[src/pliu_pkg.sv]
// ----------------------------------------------------------------------------
// pliu_pkg
// Shared types and constants for the polyline crossing unit.
// ----------------------------------------------------------------------------
package pliu_pkg;

  localparam int MAX_POINTS_DEF = 64;
  localparam int COORD_BITS_DEF = 16;
  localparam int SEG_BITS       = 6;
  localparam int CTR_BITS       = 16;

  typedef enum logic [1:0] {
    CMD_CLEAR  = 2'd0,
    CMD_APPEND = 2'd1,
    CMD_STREAM = 2'd2,
    CMD_NOP    = 2'd3
  } cmd_t;

  // controller to datapath
  typedef struct packed {
    logic accept;
    logic rd_next;
    logic lat_p3;
    logic lat_p4;
    logic mul;
    logic sub;
    logic div_start;
    logic emit;
    logic step;
    logic flush;
  } ctrl_cmd_t;

  // datapath to controller
  typedef struct packed {
    logic walk_req;
    logic more;
    logic hit;
    logic div_busy;
    logic pend_valid;
    logic slot_free;
  } ctrl_sts_t;

endpackage

[src/pliu_ctrl.sv]
// ----------------------------------------------------------------------------
// pliu_ctrl
// Sequencer: accepts items, walks the stored segments, runs the divider and
// hands crossings to the output stage.
// ----------------------------------------------------------------------------
module pliu_ctrl (
  input  logic                clk,
  input  logic                rst,
  input  logic                in_valid,
  output logic                in_ready,
  input  pliu_pkg::ctrl_sts_t sts,
  output pliu_pkg::ctrl_cmd_t cmd
);

  typedef enum logic [3:0] {
    S_IDLE, S_BEGIN, S_RDA, S_RDB, S_MUL, S_SUB, S_TEST, S_DIV, S_EMIT, S_STEP, S_FLUSH
  } state_t;

  state_t state;
  state_t state_next;

  assign in_ready = (state == S_IDLE);

  always_comb begin
    cmd        = '0;
    state_next = state;
    case (state)
      S_IDLE: begin
        if (in_valid) begin
          cmd.accept = 1'b1;
          if (sts.walk_req) begin
            state_next = S_BEGIN;
          end
        end
      end
      S_BEGIN: state_next = sts.more ? S_RDA : S_FLUSH;
      S_RDA: begin
        cmd.lat_p3  = 1'b1;
        cmd.rd_next = 1'b1;
        state_next  = S_RDB;
      end
      S_RDB: begin
        cmd.lat_p4 = 1'b1;
        state_next = S_MUL;
      end
      S_MUL: begin
        cmd.mul    = 1'b1;
        state_next = S_SUB;
      end
      S_SUB: begin
        cmd.sub    = 1'b1;
        state_next = S_TEST;
      end
      S_TEST: begin
        if (sts.hit) begin
          cmd.div_start = 1'b1;
          state_next    = S_DIV;
        end else begin
          state_next = S_STEP;
        end
      end
      S_DIV: begin
        if (!sts.div_busy) begin
          state_next = S_EMIT;
        end
      end
      S_EMIT: begin
        if (!sts.pend_valid || sts.slot_free) begin
          cmd.emit   = 1'b1;
          state_next = S_STEP;
        end
      end
      S_STEP: begin
        cmd.step   = 1'b1;
        state_next = S_BEGIN;
      end
      S_FLUSH: begin
        if (!sts.pend_valid) begin
          state_next = S_IDLE;
        end else if (sts.slot_free) begin
          cmd.flush  = 1'b1;
          state_next = S_IDLE;
        end
      end
      default: state_next = S_IDLE;
    endcase
  end

  always_ff @(posedge clk) begin
    if (rst) begin
      state <= S_IDLE;
    end else begin
      state <= state_next;
    end
  end

endmodule

[config.mk]
export PLATFORM = sky130hd
export DESIGN_NAME = pliu_ctrl
export DESIGN_NICKNAME = d
export VERILOG_FILES = /design/src/pliu_pkg.sv /design/src/pliu_ctrl.sv
export SDC_FILE = /design/constraint.sdc
export NUM_CORES = 1
export LEC_CHECK = 0
export BUFFER_PORTS_ARGS = -buffer_cell sky130_fd_sc_hd__buf_2
export CORE_AREA = 2 2 39 41
export CTS_CLUSTER_SIZE = 30
export DETAILED_ROUTE_END_ITERATION = 12
export DIE_AREA = 0 0 41 43
export PLACE_DENSITY = 0.58
export SLEW_MARGIN = 20
export SYNTH_ARGS = -nofsm -noshare
export SYNTH_HDL_FRONTEND = slang
export SYNTH_SLANG_ARGS = --single-unit
[constraint.sdc]
create_clock -name clk -period 2.2 [get_ports clk]
set_clock_uncertainty 0.2 [all_clocks]
set_input_delay 0.44 -clock clk [delete_from_list [all_inputs] [get_ports clk]]
set_output_delay 0.44 -clock clk [all_outputs]
set_load 0.02 [all_outputs]
==> flow_summary.yaml, run 1 <==
layout:
  reg.largest.list: "state (4)"
  final_util_pct: 34.81
  fillers: 165
  top_register: "state"
  drive_gt1_share_pct: 41.18
  syn2layout_area_growth_pct: 32.30
  largest_reg_flops: 4
  nNetsFinal: 79
  antennaDiodeCount: 0
  fin_area_um2: 481.7
  fin_cells: 84
placed_design:
  gp_congestion: 0.7684
  hpwl_um: 694.9
  placed_cell_area_um2: 459.2
  io_buffer_count: 19
  dp.cells: 81
yosys:
  ys_seq_area_share_pct: 21.99
  yosys_warnings: 0
  synth_seq_cells: 4
  synthTopCellsByArea: "dfxtp_1, nor3_1, nand2_1"
  syn_inst: 50
  avgSynthCellArea_um2: 7.282
  netlist_area_um2: 364.1
  netlist.area_leader.share_pct: 21.99
  synth.distinct_cells: 30
  yosysTopAreaCell: "dfxtp_1"
  synth_nets: 59
critical_path:
  crit_slowest_cell: "dfxtp_1"
  ff2ff_path_depth: 4
  rr_startpoint: "state[3]"
  crit_buf_inv: 1
  critical_path_class: "reg2out"
  startpoint_type: "flip-flop"
  critical-path-top-delay-family: "simple AND/OR/NAND/NOR gates"
  regToRegSetupSlack_ns: 0.47
  end_kind: "primary output"
  arrival_ns: 1.39
  crit_chain: "or2_2, nor3_2, and2_1, buf_2"
  crit_required_ns: 1.56
  slowest_delay_ns: 0.38
  path_max_fanout: 10
  timing.rr.end: "state[1]"
floorplan:
  rows: 14
  core-area_um2: 1384
  ios: 20
  die_y_um: 43
  start_util_pct: 26.31
  dieArea_um2: 1763
  die_w_um: 41
cts:
  hold_buffers: 0
  cts-root-buf: "clkbuf_4"
  htree_levels: 1
  clk_path_buf_depth: 2
  clkSinkCount: 4
  clkTransAtPathRegs_ns: 0.03
  numCtsBuffers: 3
  clk_latency_ns: 0.23
  ctsResizeCount: 0
  post_cts_buffers: 0
  cts_tree: "yes"
sta:
  fmax_mhz: 493.7
  setup-violations-final: 0
  rsz0062_at_grt: "false"
  maxSlewHeadroom_pct: 71.84
  tightest_slew_ns: 0.4218
  min_period_ns: 2.026
  finalSetupTns_ns: 0
  slew_viol_final: 0
  fin_crit_sh_pct: 92.08
  hold_violations: 0
pwr:
  p_total_mw: 0.3764
  p_leak_nw: 0.2148
  ir_drop_uv: 508.3
  p_per_area_nw_per_um2: 781.3
grt:
  grt_pass1_wl_mm: 1.414
  grt_max_degree: 13
  grt_pass1_vias: 389
  antenna_found_initial: 0
  gr-total-overflow: 0
  globalRouteTotalUtil_pct: 11.85
drt:
  drc_errors: 0
  wirelength_um: 863
  dr.pass1.iters: 4
  via_count: 431
  ant_nets: 0
  routed_via_density: 5.131
  drtIter0Drc: 14
  post_drt_wl_per_cell_um: 10.27
flow_run:
  maxCapViolCount: 0
min_path:
  whs_path_depth: 2
  hold_end: "state[1]"
  hp-start: "rst"
  hp-class: "in2reg"
status:
  status: "complete, no violations"
==> cells by family after synthesis <==
family | synth area share [%]
and+or+nand+nor | 41.93
AOI/OAI and AO/OA | 23.37
buffers and inverters | 9.964
DFF | 21.99
muxes | 2.749
==> area by class of cell <==
cell class              instances  area [um2]  share of cell area (%)
multi-input cells              39       252.7                   52.47
repair buffers                 19       95.09                   19.74
flip-flops and latches          4       80.08                   16.62
clock buffers                   3       22.52                   4.675
well taps                      16       20.02                   4.156
inverters                       3       11.26                   2.338
==> synthesized netlist by cell type <==
cell type	n
nand2_1	5
nor3_1	6
o21bai_1	1
or3_4	1
a2111oi_0	1
a32oi_1	1
or2b_1	1
o21ai_0	1
inv_1	3
buf_4	2
dfxtp_1	4
a21o_1	1
and2_1	1
nand3_1	1
nor2b_1	1
buf_2	2
o211ai_1	1
nor4_1	1
mux2i_1	1
a211oi_1	1
or2_2	1
nand2b_1	1
and2b_2	1
a21oi_2	1
o32ai_1	1
nor2_1	3
or3_1	1
a21oi_1	3
nand2b_4	1
or3b_1	1
==> per-stage QoR <==
stage               hold slack (ns)  setup slack, ns
floorplan                    0.3024           0.1228
global placement             0.4562           0.4130
detailed placement           0.4584           0.4133
CTS                          0.2148           0.1621
global route                 0.2258          0.01473
finish                       0.2215           0.1743
==> cells in the final DEF, fill, tap and decap left out, types with 3 or more instances in the layout <==
cell      netlist  routed
nor3_1          6       5
nor2_1          3       3
nand2_1         5       5
dfxtp_1         4       4
inv_1           3       3
clkbuf_4        0       3
buf_2           2      19
a21oi_1         3       3
==> report_power, final <==
part	leakage (nW)	total [mW]	switching (mW)	internal [mW]
registers	0.0327	0.118	0.0326	0.0853
logic	0.168	0.171	0.0970	0.0743
clock network	0.0138	0.0873	0.0266	0.0607
==> worst max-delay path by stage <==
stage	to	cells after the start	from
finish	cmd[9]	4	state[2]
global route	cmd[8]	3	state[1]
CTS	cmd[9]	4	state[2]
detailed placement	cmd[9]	4	state[2]
global placement	cmd[9]	4	state[2]
floorplan	cmd[8]	4	state[2]
==> per-layer routing <==
metal	vias to the layer above	global-route usage, %	routed length (um)
li1	218	-	-
met1	198	14.47	407
met2	15	17.19	397
met3	0	7.853	59
met4	0	2.000	0
met5	-	0	0
(Power assumes the default switching activity.)
==> run 2, diff against run 1 <==
--- a/config.mk
+++ b/config.mk
@@ -7,10 +7,12 @@
 export LEC_CHECK = 0
 export BUFFER_PORTS_ARGS = -buffer_cell sky130_fd_sc_hd__buf_2
 export CORE_AREA = 2 2 39 41
+export CTS_CLUSTER_DIAMETER = 40
 export CTS_CLUSTER_SIZE = 30
 export DETAILED_ROUTE_END_ITERATION = 12
 export DIE_AREA = 0 0 41 43
 export PLACE_DENSITY = 0.58
+export SETUP_SLACK_MARGIN = 0.4
 export SLEW_MARGIN = 20
 export SYNTH_ARGS = -nofsm -noshare
 export SYNTH_HDL_FRONTEND = slang
==> run 2 against run 1 <==
Against the previous run:
- combinational power grew 32%
- register-to-register slack better by 0.10 ns
- critical endpoint unchanged
- setup slack better by 0.14 ns
- global-route usage up 0.39 points
- sequential share of layout area shrank 0.32 points
==> flow_summary.yaml, run 2 (synthesis gave the netlist of run 1 again) <==
sta:
  rsz0062_at_grt: "true"
  fmax_mhz: 531.7
  fin_crit_sh_pct: 85.49
  min_period_ns: 1.881
  slew_viol_final: 0
  maxSlewHeadroom_pct: 75.41
  tightest_slew_ns: 0.3595
  hold_violations: 0
  finalSetupTns_ns: 0
  setup-violations-final: 0
pwr:
  p_sw_mw: 0.1742
  p_per_area_nw_per_um2: 767.4
  combinationalPowerShare_pct: 51.7
  seqPwrFrac_pct: 27.7
  p_int_mw: 0.2618
  p_leak_nw: 0.2446
  ir_drop_uv: 319.4
  p_clk_share_pct: 20.6
  swShare_pct: 39.95
grt:
  gr-total-overflow: 0
  globalRouteTotalUtil_pct: 12.24
  grt_pass1_wl_mm: 1.497
  grt_max_degree: 13
  grt_pass1_vias: 382
  antenna_found_initial: 0
cts:
  cts-root-buf: "clkbuf_4"
  htree_levels: 1
  clk_latency_ns: 0.23
  clkTransAtPathRegs_ns: 0.03
  cts_tree: "yes"
  hold_buffers: 0
  clk_path_buf_depth: 2
  numCtsBuffers: 3
  clkSinkCount: 4
layout:
  largest_reg_flops: 4
  mostFrequentLayoutCells: "buf_2, buf_4, nand2_1"
  final_util_pct: 41.05
  syn2layout_area_growth_pct: 56.01
  fillers: 149
  antennaDiodeCount: 0
  reg.largest.list: "state (4)"
  drive_gt1_share_pct: 55.56
  nNetsFinal: 83
  final_common_cell: "buf_2"
  top_register: "state"
drt:
  ant_nets: 0
  drc_errors: 0
  wirelength_um: 968
  drtIter0Drc: 10
  post_drt_wl_per_cell_um: 11.00
  via_count: 444
  dr.pass1.iters: 4
  routed_via_density: 5.045
floorplan:
  rows: 14
  core-area_um2: 1384
  dieArea_um2: 1763
  start_util_pct: 26.31
  die_w_um: 41
  die_y_um: 43
  ios: 20
critical_path:
  crit_required_ns: 1.56
  arrival_ns: 1.24
  critical_path_class: "reg2out"
  end_kind: "primary output"
  path_max_fanout: 6
  startpoint_type: "flip-flop"
min_path:
  hp-class: "in2reg"
placed_design:
  hpwl_um: 713.7
  io_buffer_count: 19
  gp_congestion: 0.8258
status:
  status: "complete, no violations"
flow_run:
  maxCapViolCount: 0
[run 2: cell count changes in the layout (fill, tap and decap cells not counted), moves of 2 or more]
cell	before	now
buf_2	19	13
buf_4	0	8
dfxtp_1	4	0
dfxtp_4	0	3
nor3_1	5	2
nor3_2	1	3
[run 2: path summary, 6_finish.rpt]
check / start / endpoint / slack [ns] / cells past startpoint
worst max-delay path: state[1] / cmd[9] / 0.32 / 4
worst min-delay path: rst / state[1] / 0.21 / 2
worst max register to register: state[0] / state[1] / 0.57 / 4
worst min register to register: state[3] / state[2] / 0.29 / 1
[run 2: power groups by stage]
stage	logic [mW]	clock network, mW	registers [mW]
6_report	0.225	0.0898	0.121
5_1_grt	0.245	0.101	0.124
4_1_cts	0.224	0.0939	0.118
3_5_place_dp	0.188	0	0.119
3_3_place_gp	0.189	0	0.119
2_1_floorplan	0.167	0	0.0971
[run 2: area by class of cell]
class	instances	area (um2)	share of cell area, %
Clock buffer	3	22.52	3.965
Inverter	3	11.26	1.982
Multi-Input combinational cell	39	281.5	49.56
Sequential cell	4	92.59	16.30
Tap cell	16	20.02	3.524
Timing Repair Buffer	23	140.1	24.67
[run 2: repair_timing]
item	4_1_cts	5_1_grt
setup buffers	3	0
gates resized for setup	12	5
pin swaps	3	1
endpoints found under the setup margin	10	11
[run 2: metrics by stage]
step	setup slack [ns]	hold WS (ns)	area [um2]	total power, mW	cells
global route	0.2733	0.2083	568.0	0.4711	88
CTS	0.3133	0.2022	556.8	0.4365	88
global placement	0.4298	0.3605	488.0	0.3076	82
finish	0.3192	0.2108	568.0	0.4359	88
detailed placement	0.4082	0.3394	488.0	0.3077	82
floorplan	0.2896	0.3024	390.4	0.2646	50
[run 2: critical path, cell delays in order (launching register included)]
cell	delay (ns)
dfxtp_4	0.35
or2_4	0.28
nor3_4	0.12
and2_4	0.16
buf_6	0.10
[run 2: metal layers]
metal  global-route usage (%)  vias up  routed length (um)
met4                    6.667        0                   0
met2                    17.19       15                 482
met3                    4.712        0                  51
met5                        0        -                   0
li1                         -      225                   -
met1                    15.38      204                 434
